--- src/rtl/handle_table_packed_vec4_store_defines.svh ---
// ---------------------------------------------------------------------------
// handle_table_packed_vec4_store_defines
// Assertion macros for the handle table block.
// ---------------------------------------------------------------------------
`ifndef HANDLE_TABLE_PACKED_VEC4_STORE_DEFINES_SVH
`define HANDLE_TABLE_PACKED_VEC4_STORE_DEFINES_SVH

// check that cond implies prop in the same cycle
`define HTPS_ASSERT_NOW(label, cond, prop, msg) \
	label: assert property (@(posedge clk) disable iff (!arst_n) (cond) |-> (prop)) \
		else $error(msg);

// check that cond implies prop in the next cycle
`define HTPS_ASSERT_NEXT(label, cond, prop, msg) \
	label: assert property (@(posedge clk) disable iff (!arst_n) (cond) |=> (prop)) \
		else $error(msg);

`endif

--- src/rtl/htps_pkg.sv ---
// ---------------------------------------------------------------------------
// htps_pkg
// Types and constants shared by the handle table controller and datapath.
// ---------------------------------------------------------------------------
`default_nettype none

package htps_pkg;

	localparam int HANDLE_W = 8;
	localparam int SLOT_W   = 8;
	localparam int COUNT_W  = 9;
	localparam int CHAN_W   = 2;
	localparam int CFG_W    = 3;
	localparam int WORD_W   = 32;
	localparam int OP_W     = 3;
	localparam int STATUS_W = 2;
	localparam int REC_AW   = SLOT_W + CHAN_W;

	localparam logic [CFG_W-1:0] MAX_CHANNELS = 3'd4;

	localparam logic [OP_W-1:0] OP_ADD      = 3'd0;
	localparam logic [OP_W-1:0] OP_REMOVE   = 3'd1;
	localparam logic [OP_W-1:0] OP_SET      = 3'd2;
	localparam logic [OP_W-1:0] OP_GET      = 3'd3;
	localparam logic [OP_W-1:0] OP_CONTAINS = 3'd4;

	localparam logic [STATUS_W-1:0] ST_OK      = 2'd0;
	localparam logic [STATUS_W-1:0] ST_FULL    = 2'd1;
	localparam logic [STATUS_W-1:0] ST_ABSENT  = 2'd2;
	localparam logic [STATUS_W-1:0] ST_CHANNEL = 2'd3;

	typedef struct packed {
		logic              take;
		logic              look;
		logic              decide;
		logic              zero_wr;
		logic              copy_rd;
		logic              copy_wr;
		logic              remap;
		logic              get_cap;
		logic              load_out;
		logic [CHAN_W-1:0] rec_k;
	} cmd_t;

	typedef struct packed {
		logic [OP_W-1:0] op;
		logic            full;
		logic            live;
		logic            chan_ok;
		logic            out_busy;
	} stat_t;

endpackage

`default_nettype wire

--- src/rtl/htps_ctrl.sv ---
// ---------------------------------------------------------------------------
// htps_ctrl
// Sequencer for the handle table: lookup, decision, record loops, result.
// ---------------------------------------------------------------------------
`default_nettype none

module htps_ctrl (
	input  wire logic            clk,
	input  wire logic            arst_n,
	input  wire logic            in_valid,
	output logic                 in_ready,
	input  wire htps_pkg::stat_t stat,
	output htps_pkg::cmd_t       cmd
);

	localparam logic [3:0] S_IDLE    = 4'd0;
	localparam logic [3:0] S_LOOK    = 4'd1;
	localparam logic [3:0] S_DEC     = 4'd2;
	localparam logic [3:0] S_ZERO    = 4'd3;
	localparam logic [3:0] S_COPY_RD = 4'd4;
	localparam logic [3:0] S_COPY_WR = 4'd5;
	localparam logic [3:0] S_REMAP   = 4'd6;
	localparam logic [3:0] S_GET     = 4'd7;
	localparam logic [3:0] S_DONE    = 4'd8;

	logic [3:0]                  state_q, state_d;
	logic [htps_pkg::CHAN_W-1:0] k_q, k_d;

	always_comb begin
		state_d  = state_q;
		k_d      = k_q;
		cmd      = '0;
		cmd.rec_k = k_q;
		in_ready = 1'b0;
		case (state_q)
			S_IDLE: begin
				in_ready = 1'b1;
				if (in_valid) begin
					cmd.take = 1'b1;
					state_d  = S_LOOK;
				end
			end
			S_LOOK: begin
				cmd.look = 1'b1;
				state_d  = S_DEC;
			end
			S_DEC: begin
				cmd.decide = 1'b1;
				k_d        = '0;
				state_d    = S_DONE;
				if (stat.op == htps_pkg::OP_ADD && !stat.full)
					state_d = S_ZERO;
				else if (stat.op == htps_pkg::OP_REMOVE && stat.live)
					state_d = S_COPY_RD;
				else if (stat.op == htps_pkg::OP_GET && stat.live && stat.chan_ok)
					state_d = S_GET;
			end
			S_ZERO: begin
				cmd.zero_wr = 1'b1;
				k_d         = k_q + 1'b1;
				if (k_q == '1)
					state_d = S_DONE;
			end
			S_COPY_RD: begin
				cmd.copy_rd = 1'b1;
				state_d     = S_COPY_WR;
			end
			S_COPY_WR: begin
				cmd.copy_wr = 1'b1;
				k_d         = k_q + 1'b1;
				state_d     = (k_q == '1) ? S_REMAP : S_COPY_RD;
			end
			S_REMAP: begin
				cmd.remap = 1'b1;
				state_d   = S_DONE;
			end
			S_GET: begin
				cmd.get_cap = 1'b1;
				state_d     = S_DONE;
			end
			S_DONE: begin
				if (!stat.out_busy) begin
					cmd.load_out = 1'b1;
					state_d      = S_IDLE;
				end
			end
			default: state_d = S_IDLE;
		endcase
	end

	always_ff @(posedge clk or negedge arst_n) begin
		if (!arst_n) begin
			state_q <= S_IDLE;
			k_q     <= '0;
		end else begin
			state_q <= state_d;
			k_q     <= k_d;
		end
	end

endmodule

`default_nettype wire
--- config.mk ---
export PLATFORM = sky130hd
export DESIGN_NAME = htps_ctrl
export DESIGN_NICKNAME = d
export VERILOG_FILES = /design/src/rtl/handle_table_packed_vec4_store_defines.svh /design/src/rtl/htps_pkg.sv /design/src/rtl/htps_ctrl.sv
export SDC_FILE = /design/constraint.sdc
export NUM_CORES = 1
export LEC_CHECK = 0
export BUFFER_PORTS_ARGS = -buffer_cell sky130_fd_sc_hd__buf_2
export CORE_MARGIN = 1.5
export CORE_UTILIZATION = 35
export CTS_BUF_LIST = sky130_fd_sc_hd__clkbuf_16
export DETAILED_ROUTE_END_ITERATION = 8
export PLACE_DENSITY_LB_ADDON = 0.05
export SLEW_MARGIN = 25
export SYNTH_ARGS = -nofsm -noshare
export SYNTH_HDL_FRONTEND = slang
export SYNTH_SLANG_ARGS = --single-unit
export TNS_END_PERCENT = 100
--- constraint.sdc ---
create_clock -name clk -period 1.6 [get_ports clk]
set_clock_uncertainty 0.05 [all_clocks]
set_input_delay 0.4 -clock clk [delete_from_list [all_inputs] [get_ports clk]]
set_output_delay 0.4 -clock clk [all_outputs]
set_load 0.1 [all_outputs]
==> results of run 1 <==
==> critical path, stage by stage, from the launching register on <==
cell and delay, ns:
dfrtp_2 0.44, buf_6 0.13, nor4_4 0.27, and2_4 0.19, buf_12 0.16
==> worst min path at each step <==
stage	start	endpoint	slack (ns)	cells past startpoint
global route	stat[0]	state_q[3]	0.41	2
finish	stat[0]	state_q[3]	0.40	2
floorplan	arst_n	state_q[0]	0.05	0
detailed placement	arst_n	k_q[1]	0.18	1
global placement	arst_n	k_q[1]	0.17	1
CTS	stat[0]	state_q[3]	0.40	2
==> per-stage QoR <==
| stage | cells | setup WS [ns] |
|---|---|---|
| floorplan | 64 | -0.979 |
| finish | 117 | -0.265 |
| global placement | 106 | -0.0163 |
| detailed placement | 106 | -0.0245 |
| global route | 117 | -0.329 |
| CTS | 115 | -0.258 |
==> power by group <==
| group | switching [mW] | total, mW | internal, mW |
|---|---|---|---|
| clock | 0.0787 | 0.402 | 0.323 |
| combinational | 1.03 | 1.77 | 0.743 |
| sequential | 0.112 | 0.330 | 0.218 |
==> cells in the mapped netlist <==
master | instances | area (um2)
inv_1 | 4 | 15.0
and3_4 | 1 | 11.3
nor2_2 | 1 | 6.26
a221o_1 | 1 | 10.0
o22ai_1 | 1 | 6.26
buf_6 | 1 | 11.3
and3b_1 | 1 | 8.76
a41o_1 | 1 | 10.0
a311oi_1 | 1 | 8.76
o21ai_1 | 2 | 10.0
buf_2 | 3 | 15.0
nor3_1 | 3 | 15.0
nor2b_1 | 1 | 6.26
mux2i_1 | 1 | 10.0
o31a_1 | 1 | 8.76
nand3_1 | 1 | 5.00
nor2b_2 | 1 | 8.76
nor4_2 | 1 | 12.5
a32o_1 | 1 | 10.0
a32oi_1 | 2 | 17.5
and2_1 | 4 | 25.0
nor2_1 | 8 | 30.0
dfrtp_1 | 6 | 150
mux2_2 | 1 | 11.3
nand2_1 | 8 | 30.0
a21oi_1 | 5 | 25.0
ha_1 | 1 | 12.5
nor4b_2 | 1 | 15.0
and3_1 | 1 | 6.26
==> cell type report <==
type / count / area (um2) / area share
clock inverter: 1 / 3.75 / 0.00334
multi-input combinational: 50 / 418 / 0.372
clock buffer: 3 / 75.1 / 0.0668
tap: 15 / 18.8 / 0.0167
timing repair buffer: 38 / 430 / 0.383
sequential: 6 / 163 / 0.145
inverter: 4 / 15.0 / 0.0134
==> cell usage in the layout (no fill, tap or decap), types with 2 or more instances in the layout <==
cell       instances
a21oi_1            5
a32oi_1            2
and2_1             2
and2_4             2
buf_12            12
buf_2              9
buf_4             12
buf_6              4
clkbuf_16          3
dfrtp_2            4
dfrtp_4            2
inv_1              4
nand2_1            5
nand2_2            2
nor2_1             3
nor2_4             5
nor3_1             2
o21ai_1            2
==> sequential cells by signal (all words and copies together), names as in the netlist <==
name,cells
k_q,2
state_q,4
==> per-layer routing <==
metal,up-vias,track usage,share of wire
met1,307,0.284,0.42
li1,307,-,-
met4,0,0.137,0.012
met3,2,0.0652,0.040
met2,27,0.348,0.53
met5,-,0,0
==> cell families after synthesis <==
group                      after synthesis  share of synthesized area
AOI/OAI and AO/OA                       15                      0.208
adders and majority gates                1                     0.0244
buffers and inverters                    8                     0.0807
DFF                                      6                      0.293
muxes                                    2                     0.0416
and+or+nand+nor                         32                      0.352
==> repair_timing <==
item	4_1_cts	5_1_grt
hold buffers	1	0
pin swaps	3	7
endpoints found under the hold margin	6	0
setup endpoints to repair	10	10
gates resized for setup	14	10
setup buffers	4	3
==> results.tsv, run 1 <==
stage	metric	value	unit
timing	fin_crit_sh	1.17	
floorplan	die_w	41.2	um
power_and_ir_drop	irDropWorstVdd	0.00134	V
floorplan	die_height	41.2	um
timing	setup_violations	10	
detailed_routing	ant_nets	0	
logic_synthesis	syn-cell-area	512	um2
critical_path	setup.worst_path.start	state_q[1]	
timing	slew_violations	0	
critical_path	crit_path_max_fanout	4	
finish	stdcell_area	1120	um2
detailed_routing	drtIter0Drc	18	
detailed_routing	wl_per_cell	14.8	um
logic_synthesis	syn_nets	75	
placed_design	hpwlAfterDp	1130	um
power_and_ir_drop	power.leakage	0.490	nW
run_status	violations	negative setup slack	
worst_hold_path	min_path_type	in -> reg	
cts	cts.htree.levels	1	
global_route	grt_max_degree	9	
detailed_routing	drc	0	
finish	final_util	0.842	
timing	slew_headroom	0.723	
finish	nFillCells	74	
floorplan	row_count	13	
cts	clkLatencyLatePin	0.23	ns
timing	period_needed	1.87	ns
critical_path	r2r_slack	0.06	ns
placed_design	io_buffers	21	
floorplan	core	1330	um2
critical_path	cp-end-kind	output port	
cts	clockRootBuffer	clkbuf_16	
global_route	grt_usage	0.229	
cts	clock_sinks	6	
timing	whs	0.398	ns
run_status	run_status	complete, but fails checks	
timing	max_clock_freq	536	MHz
floorplan	initial_utilization	0.384	
cts	numCtsBuffers	3	
global_route	antenna_found_initial	0	
timing	setup_slack	-0.265	ns
logic_synthesis	ys_warn_count	0	
power_and_ir_drop	p_per_area	2230	nW/um2
detailed_routing	dr.pass1.iters	4	
placed_design	place_area	917	um2
global_route	grt_pass1_vias	575	
finish	nets	114	
logic_synthesis	ys_ff_latch	6	
global_route	grt_pass1_wl	2460	um
timing	hold_violations	0	
detailed_routing	vias	643	
critical_path	crit_end	cmd[10]	
timing	worst_pin_slew	0.412	ns
detailed_routing	drt-total-wl	1740	um
power_and_ir_drop	p_total	2.50	mW
finish	drive_above_1_share	0.667	
cts	clkTransAtPathRegs	0.03	ns
job	maxCapViolCount	0	
logic_synthesis	yosys.cell_types.count	29	
floorplan	num_io_pins	22	
global_route	gr-total-overflow	0	
critical_path	r2r_end	state_q[3]	
critical_path	reg2regPathDepth	4	
logic_synthesis	postSynthCellCount	64	
critical_path	path_class	reg -> out	
logic_synthesis	ys_seq_area_frac	0.293	
finish	num_antenna_cells	0	
cts	cts_max_path_buffers	2	
placed_design	place_congestion	0.858	
detailed_routing	avgViaCountPerCell	5.50	
logic_synthesis	syn-mean-instance-area	8.00	um2
floorplan	die_area	1700	um2
critical_path	required	1.15	ns
critical_path	critPathLaunchType	register	
timing	finalSetupTns	-1.80	ns
timing	rsz0062_at_grt	yes	
critical_path	arrival	1.42	ns
cts	tritoncts	yes	
finish	synthToLayoutAreaGrowth	120	%
critical_path	r2r_start	state_q[0]	
(Power assumes the default switching activity.)
==> inputs of run 2 (changes only) <==
--- a/config.mk
+++ b/config.mk
@@ -6,10 +6,10 @@
 export NUM_CORES = 1
 export LEC_CHECK = 0
 export BUFFER_PORTS_ARGS = -buffer_cell sky130_fd_sc_hd__buf_2
-export CORE_MARGIN = 1.5
-export CORE_UTILIZATION = 35
+export CORE_AREA = 2 2 39 41
 export CTS_BUF_LIST = sky130_fd_sc_hd__clkbuf_16
 export DETAILED_ROUTE_END_ITERATION = 8
+export DIE_AREA = 0 0 41 43
 export PLACE_DENSITY_LB_ADDON = 0.05
 export SLEW_MARGIN = 25
 export SYNTH_ARGS = -nofsm -noshare
==> run 2 against run 1 <==
Effect of this change:
- the run still ends with negative setup slack left
- via count decreased by 3.6%
- global-route usage decreased by 0.92 points
- die area increased by 3.7%
- sequential power increased by 2%
- cell area increased by 2.0%
- clock power about the same
- routed wire length decreased by 4.1%
- first-iteration DRC count decreased by 56%
- clock-buffer cell count unchanged
- fmax increased by 2.7%
- critical endpoint unchanged
==> results.tsv, run 2 (same netlist as run 1, synthesis figures left out) <==
stage	metric	value	unit	change
timing	hold_violations	0		unchanged
detailed_routing	drc	0		unchanged
finish	mostFrequentLayoutCells	buf_4 (19), buf_12 (12), buf_2 (9), nor2_4 (6)		
global_route	grt_pass1_wl	2660	um	+7.8%
finish	seq_area	163	um2	unchanged
finish	layout_commonest_cell	buf_4		
critical_path	critPathLaunchType	register		
timing	slew_violations	0		unchanged
timing	fin_crit_sh	1.13		-0.0310
floorplan	die_height	43	um	+4.3%
floorplan	core	1380	um2	+3.8%
timing	slew_headroom	0.785		+0.0618
power_and_ir_drop	p_comb_frac	0.704		-0.003
detailed_routing	wl_per_cell	13.6	um	-8.1%
power_and_ir_drop	power.leakage	0.508	nW	+3.8%
cts	cts.htree.levels	1		unchanged
cts	numCtsBuffers	3		unchanged
placed_design	io_buffers	21		unchanged
critical_path	required	1.15	ns	about the same
critical_path	crit_end	cmd[10]		
cts	cts_max_path_buffers	2		unchanged
cts	tritoncts	yes		
detailed_routing	avgViaCountPerCell	5.08		-7.5%
global_route	gr-total-overflow	0		unchanged
critical_path	arrival	1.37	ns	-0.05 ns
placed_design	hpwlAfterDp	1180	um	+4.9%
floorplan	die_w	41	um	-0.57%
detailed_routing	vias	620		-3.6%
finish	top_regs	state_q (4), k_q (2)		
floorplan	die_area	1760	um2	+3.7%
detailed_routing	ant_nets	0		unchanged
critical_path	reg2regPathDepth	7		+3
timing	period_needed	1.82	ns	-0.0495 ns
run_status	run_status	complete, but fails checks		
timing	worst_pin_slew	0.320	ns	-0.0919 ns
timing	finalSetupTns	-1.53	ns	+0.271 ns
cts	clock_sinks	6		unchanged
detailed_routing	drtIter0Drc	8		-10
power_and_ir_drop	irDropWorstVdd	0.00140	V	+4.4%
critical_path	r2r_end	state_q[0]		
critical_path	r2r_start	state_q[2]		
placed_design	place_congestion	0.861		+0.36%
worst_hold_path	min_path_type	in -> reg		
finish	max_flop_register	state_q		
detailed_routing	drt-total-wl	1670	um	-4.1%
global_route	antenna_found_initial	0		unchanged
finish	stdcell_area	1150	um2	+2.0%
power_and_ir_drop	p_int	1.30	mW	+1.4%
detailed_routing	dr.pass1.iters	4		unchanged
power_and_ir_drop	power_frac_clock	0.161		about the same
finish	num_antenna_cells	0		unchanged
critical_path	crit_path_max_fanout	6		+2
global_route	grt_pass1_vias	639		+11%
critical_path	r2r_slack	0.06	ns	about the same
job	maxCapViolCount	0		unchanged
timing	setup_violations	10		unchanged
run_status	violations	negative setup slack		
finish	largest_reg_flops	4		unchanged
power_and_ir_drop	p_sw	1.20	mW	-1.2%
timing	rsz0062_at_grt	yes		
finish	drive_above_1_share	0.670		+0.00314
finish	multi_input_area	420	um2	+0.60%
timing	whs	0.405	ns	+0.00678 ns
floorplan	initial_utilization	0.370		-0.0139
timing	max_clock_freq	551	MHz	+2.7%
finish	nFillCells	83		+12%
floorplan	row_count	14		+1
floorplan	num_io_pins	22		unchanged
critical_path	path_class	reg -> out		
critical_path	setup.worst_path.start	state_q[1]		
placed_design	post-place-ws	-0.0543	ns	-0.0298 ns
placed_design	place_area	926	um2	+0.95%
power_and_ir_drop	p_seq_frac	0.134		+0.002
finish	nets	118		+3.5%
power_and_ir_drop	swShare	0.480		-0.00661
global_route	grt_usage	0.220		-0.00923
critical_path	cp-end-kind	output port		
power_and_ir_drop	p_per_area	2190	nW/um2	-1.9%
finish	synthToLayoutAreaGrowth	124	%	
cts	clkTransAtPathRegs	0.04	ns	about the same
global_route	grt_max_degree	9		unchanged
timing	setup_slack	-0.216	ns	+0.0495 ns
cts	clkLatencyLatePin	0.23	ns	about the same
power_and_ir_drop	p_total	2.51	mW	+0.11%
cts	clockRootBuffer	clkbuf_16		
-- run 2: changes by cell type in the layout (fill, tap and decap cells not counted) --
| cell | change |
|---|---|
| buf_6 | -3 |
| nor3_4 | -1 |
| nor3_2 | +1 |
| buf_4 | +7 |
| inv_1 | +1 |
| and3_4 | +1 |
| nor2_4 | +1 |
| inv_2 | -1 |
| and3_2 | -1 |
| nor2_2 | -1 |
-- run 2: worst min path at each step --
stage | start | end | cells after the start
finish | stat[0] | state_q[3] | 2
global route | stat[0] | state_q[3] | 2
CTS | stat[0] | state_q[3] | 2
detailed placement | arst_n | k_q[1] | 1
global placement | arst_n | k_q[1] | 1
floorplan | arst_n | state_q[0] | 0
-- run 2: metal layers --
layer | global-route usage | up-vias | routed length, um
met2 | 0.356 | 23 | 895
met4 | 0.107 | 0 | 29
met5 | 0 | - | 0
met1 | 0.257 | 283 | 681
li1 | - | 311 | -
met3 | 0.0471 | 3 | 59
-- run 2: repair_timing --
action | in CTS | in global routing
setup endpoints to repair | 10 | 10
cloned | 0 | 0
setup buffers | 6 | 3
hold buffers | 1 | 0
gates resized for setup | 14 | 6
hold endpoints to repair | 6 | 0
pin swaps | 7 | 4
-- run 2: layout make-up --
class,count,area share
Clock buffer,3,0.0655
Sequential cell,6,0.142
Multi-Input combinational cell,50,0.367
Clock inverter,1,0.00328
Timing Repair Buffer,42,0.392
Tap cell,16,0.0175
Inverter,4,0.0131
-- run 2: worst max-delay path, cell delays in order (launching register included) --
cell,delay [ns]
dfrtp_2,0.46
nor4_4,0.32
and2_4,0.19
buf_12,0.16
-- run 2: power groups by stage --
stage                     Sequential, mW  Clock [mW]  Combinational (mW)
final                              0.337       0.404                1.76
after global routing               0.342       0.421                1.86
after CTS                          0.334       0.410                1.68
after detailed placement           0.319           0                1.58
after global placement             0.313           0                1.57
after floorplan                    0.375           0               0.934
-- run 2: per-stage QoR --
| step | cells | utilization |
|---|---|---|
| after detailed placement | 108 | 0.669 |
| after CTS | 119 | 0.794 |
| after global placement | 108 | 0.669 |
| final | 122 | 0.828 |
| after floorplan | 64 | - |
| after global routing | 122 | 0.828 |
==> inputs of run 3 (changes only) <==
--- a/config.mk
+++ b/config.mk
@@ -6,8 +6,9 @@
 export NUM_CORES = 1
 export LEC_CHECK = 0
 export BUFFER_PORTS_ARGS = -buffer_cell sky130_fd_sc_hd__buf_2
+export CAP_MARGIN = 20
 export CORE_AREA = 2 2 39 41
-export CTS_BUF_LIST = sky130_fd_sc_hd__clkbuf_16
+export CTS_BUF_LIST = sky130_fd_sc_hd__clkbuf_4
 export DETAILED_ROUTE_END_ITERATION = 8
 export DIE_AREA = 0 0 41 43
 export PLACE_DENSITY_LB_ADDON = 0.05
==> run 3 against run 2 <==
Effect of this change:
- the flow still finishes with violations (negative setup slack)
- register-to-register slack improved by 0.09 ns
- utilization fell by 7.2 points
- critical path depth did not move
- clock power fell by 61%
- first-iteration DRC count rose by 88%
- die area did not move
- sequential power fell by 4%
- largest cell class is now multi-input combinational cells
- largest power group unchanged
==> results.tsv, run 3 (same netlist as run 1, synthesis figures left out) <==
stage	metric	value	unit	change
floorplan	die_height	43	um	unchanged
finish	max_flop_register	state_q		
critical_path	required	1.15	ns	about the same
floorplan	die_w	41	um	unchanged
detailed_routing	drc	0		unchanged
finish	nets	113		-4.2%
floorplan	row_count	14		unchanged
critical_path	crit_chain	nor3_1 -> and3b_2 -> buf_12		
run_status	violations	negative setup slack		
critical_path	critical-path-max-stage-delay	0.45	ns	about the same
worst_hold_path	hp-start	stat[0]		
cts	clock_sinks	6		unchanged
critical_path	r2r_end	k_q[1]		
floorplan	core	1380	um2	unchanged
power_and_ir_drop	p_per_area	2070	nW/um2	-5.3%
timing	slew_violations	0		unchanged
placed_design	hpwlAfterDp	1180	um	unchanged
floorplan	num_io_pins	22		unchanged
detailed_routing	drtIter0Drc	15		+7
critical_path	setup.worst_path.start	state_q[1]		
critical_path	r2r_start	k_q[0]		
critical_path	critPathLaunchType	register		
cts	cts.htree.levels	1		unchanged
placed_design	io_buffers	21		unchanged
global_route	grt_pass1_vias	622		-2.7%
worst_hold_path	hold_depth	2		unchanged
timing	setup_slack	-0.226	ns	-0.00976 ns
placed_design	place_congestion	0.861		unchanged
detailed_routing	dr.pass1.iters	4		unchanged
finish	largest_reg_flops	4		unchanged
floorplan	initial_utilization	0.370		unchanged
timing	rsz0062_at_grt	yes		
floorplan	die_area	1760	um2	unchanged
detailed_routing	avgViaCountPerCell	5.20		+2.3%
timing	hold_violations	0		unchanged
timing	fin_crit_sh	1.14		+0.00610
cts	clockRootBuffer	clkbuf_4		
detailed_routing	drt-total-wl	1440	um	-13%
critical_path	crit_path_max_fanout	5		-1
critical_path	cpLargestDelayFamily	simple AND/OR/NAND/NOR gates		
cts	clkLatencyLatePin	0.24	ns	about the same
power_and_ir_drop	irDropWorstVdd	0.00114	V	-19%
run_status	run_status	complete, but fails checks		
critical_path	cp_slowest_cell	dfrtp_2		
global_route	grt_pass1_wl	2620	um	-1.5%
critical_path	path_class	reg -> out		
finish	mostFrequentLayoutCells	buf_4 (15), buf_12 (12), buf_2 (9)		
global_route	grt_max_degree	9		unchanged
finish	drive_above_1_share	0.663		-0.00644
cts	tritoncts	yes		
global_route	grt_usage	0.213		-0.00629
worst_hold_path	min_path_type	in -> reg		
critical_path	arrival	1.38	ns	about the same
job	maxCapViolCount	0		unchanged
timing	slew_headroom	0.802		+0.0174
timing	period_needed	1.83	ns	+0.00976 ns
cts	numCtsBuffers	3		unchanged
detailed_routing	vias	608		-1.9%
finish	num_antenna_cells	0		unchanged
finish	layout_commonest_cell	buf_4		
finish	final_util	0.756		-0.0723
power_and_ir_drop	power.leakage	0.456	nW	-10%
finish	nFillCells	102		+23%
finish	top_regs	state_q (4), k_q (2)		
timing	setup_violations	10		unchanged
global_route	antenna_found_initial	0		unchanged
finish	synthToLayoutAreaGrowth	104	%	
global_route	gr-total-overflow	0		unchanged
cts	cts_max_path_buffers	2		unchanged
critical_path	cp-end-kind	output port		
cts	clkTransAtPathRegs	0.05	ns	about the same
detailed_routing	wl_per_cell	12.3	um	-9.6%
critical_path	r2r_slack	0.15	ns	+0.09 ns
detailed_routing	ant_nets	0		unchanged
timing	worst_pin_slew	0.294	ns	-0.0259 ns
worst_hold_path	holdPathEnd	state_q[3]		
critical_path	cp_num_buf_inv	1		unchanged
power_and_ir_drop	p_total	2.17	mW	-14%
timing	max_clock_freq	548	MHz	-0.53%
critical_path	reg2regPathDepth	4		-3
[run 3: changes by cell type in the layout (fill, tap and decap cells not counted), moves of 2 or more]
cell | previous run | this run
buf_4 | 19 | 15
clkbuf_16 | 3 | 0
inv_1 | 5 | 3
clkbuf_4 | 0 | 4
[run 3: area by class of cell]
type / count / area, um2 / share of cell area
well taps: 16 / 20.0 / 0.0191
flip-flops and latches: 6 / 163 / 0.156
inverters: 4 / 15.0 / 0.0144
clock buffers: 4 / 30.0 / 0.0287
repair buffers: 37 / 408 / 0.390
multi-input cells: 50 / 410 / 0.392
[run 3: worst max-delay path by stage]
stage	endpoint	cells past startpoint	slack, ns
4_1_cts	cmd[10]	3	-0.22
5_1_grt	cmd[10]	4	-0.28
6_report	cmd[2]	3	-0.23
3_3_place_gp	cmd[2]	3	0.01
2_1_floorplan	cmd[10]	3	-0.98
3_5_place_dp	cmd[5]	4	-0.05
[run 3: routing by layer]
metal	routed length, um	up-vias	global-route usage
met5	0	-	0
met4	15	0	0.0733
li1	-	305	-
met1	586	279	0.250
met3	61	2	0.0471
met2	779	22	0.359
[run 3: report_power, final]
group,total (mW),internal [mW],switching [mW]
clock,0.159,0.111,0.0481
combinational,1.68,0.700,0.984
sequential,0.324,0.218,0.106
total,2.17,1.03,1.14
[run 3: through the flow]
| stage | hold WS, ns | worst slack, ns | setup TNS (ns) | cells | cell area (um2) |
|---|---|---|---|---|---|
| after floorplan | 0.0544 | -0.979 | -3.95 | 64 | 571 |
| after global placement | 0.178 | 0.00994 | 0 | 108 | 926 |
| after detailed placement | 0.179 | -0.0543 | -0.107 | 108 | 926 |
| after CTS | 0.395 | -0.222 | -1.58 | 117 | 1030 |
| after global routing | 0.397 | -0.281 | -2.17 | 117 | 1050 |
| final | 0.397 | -0.226 | -1.58 | 117 | 1050 |
[run 3: repair_timing]
action,CTS,global route
gates resized for setup,15,3
buffers inserted,4,0
cloned,0,0
pin swaps,0,1
endpoints found under the setup margin,10,10
hold buffers,1,0
endpoints found under the hold margin,6,0
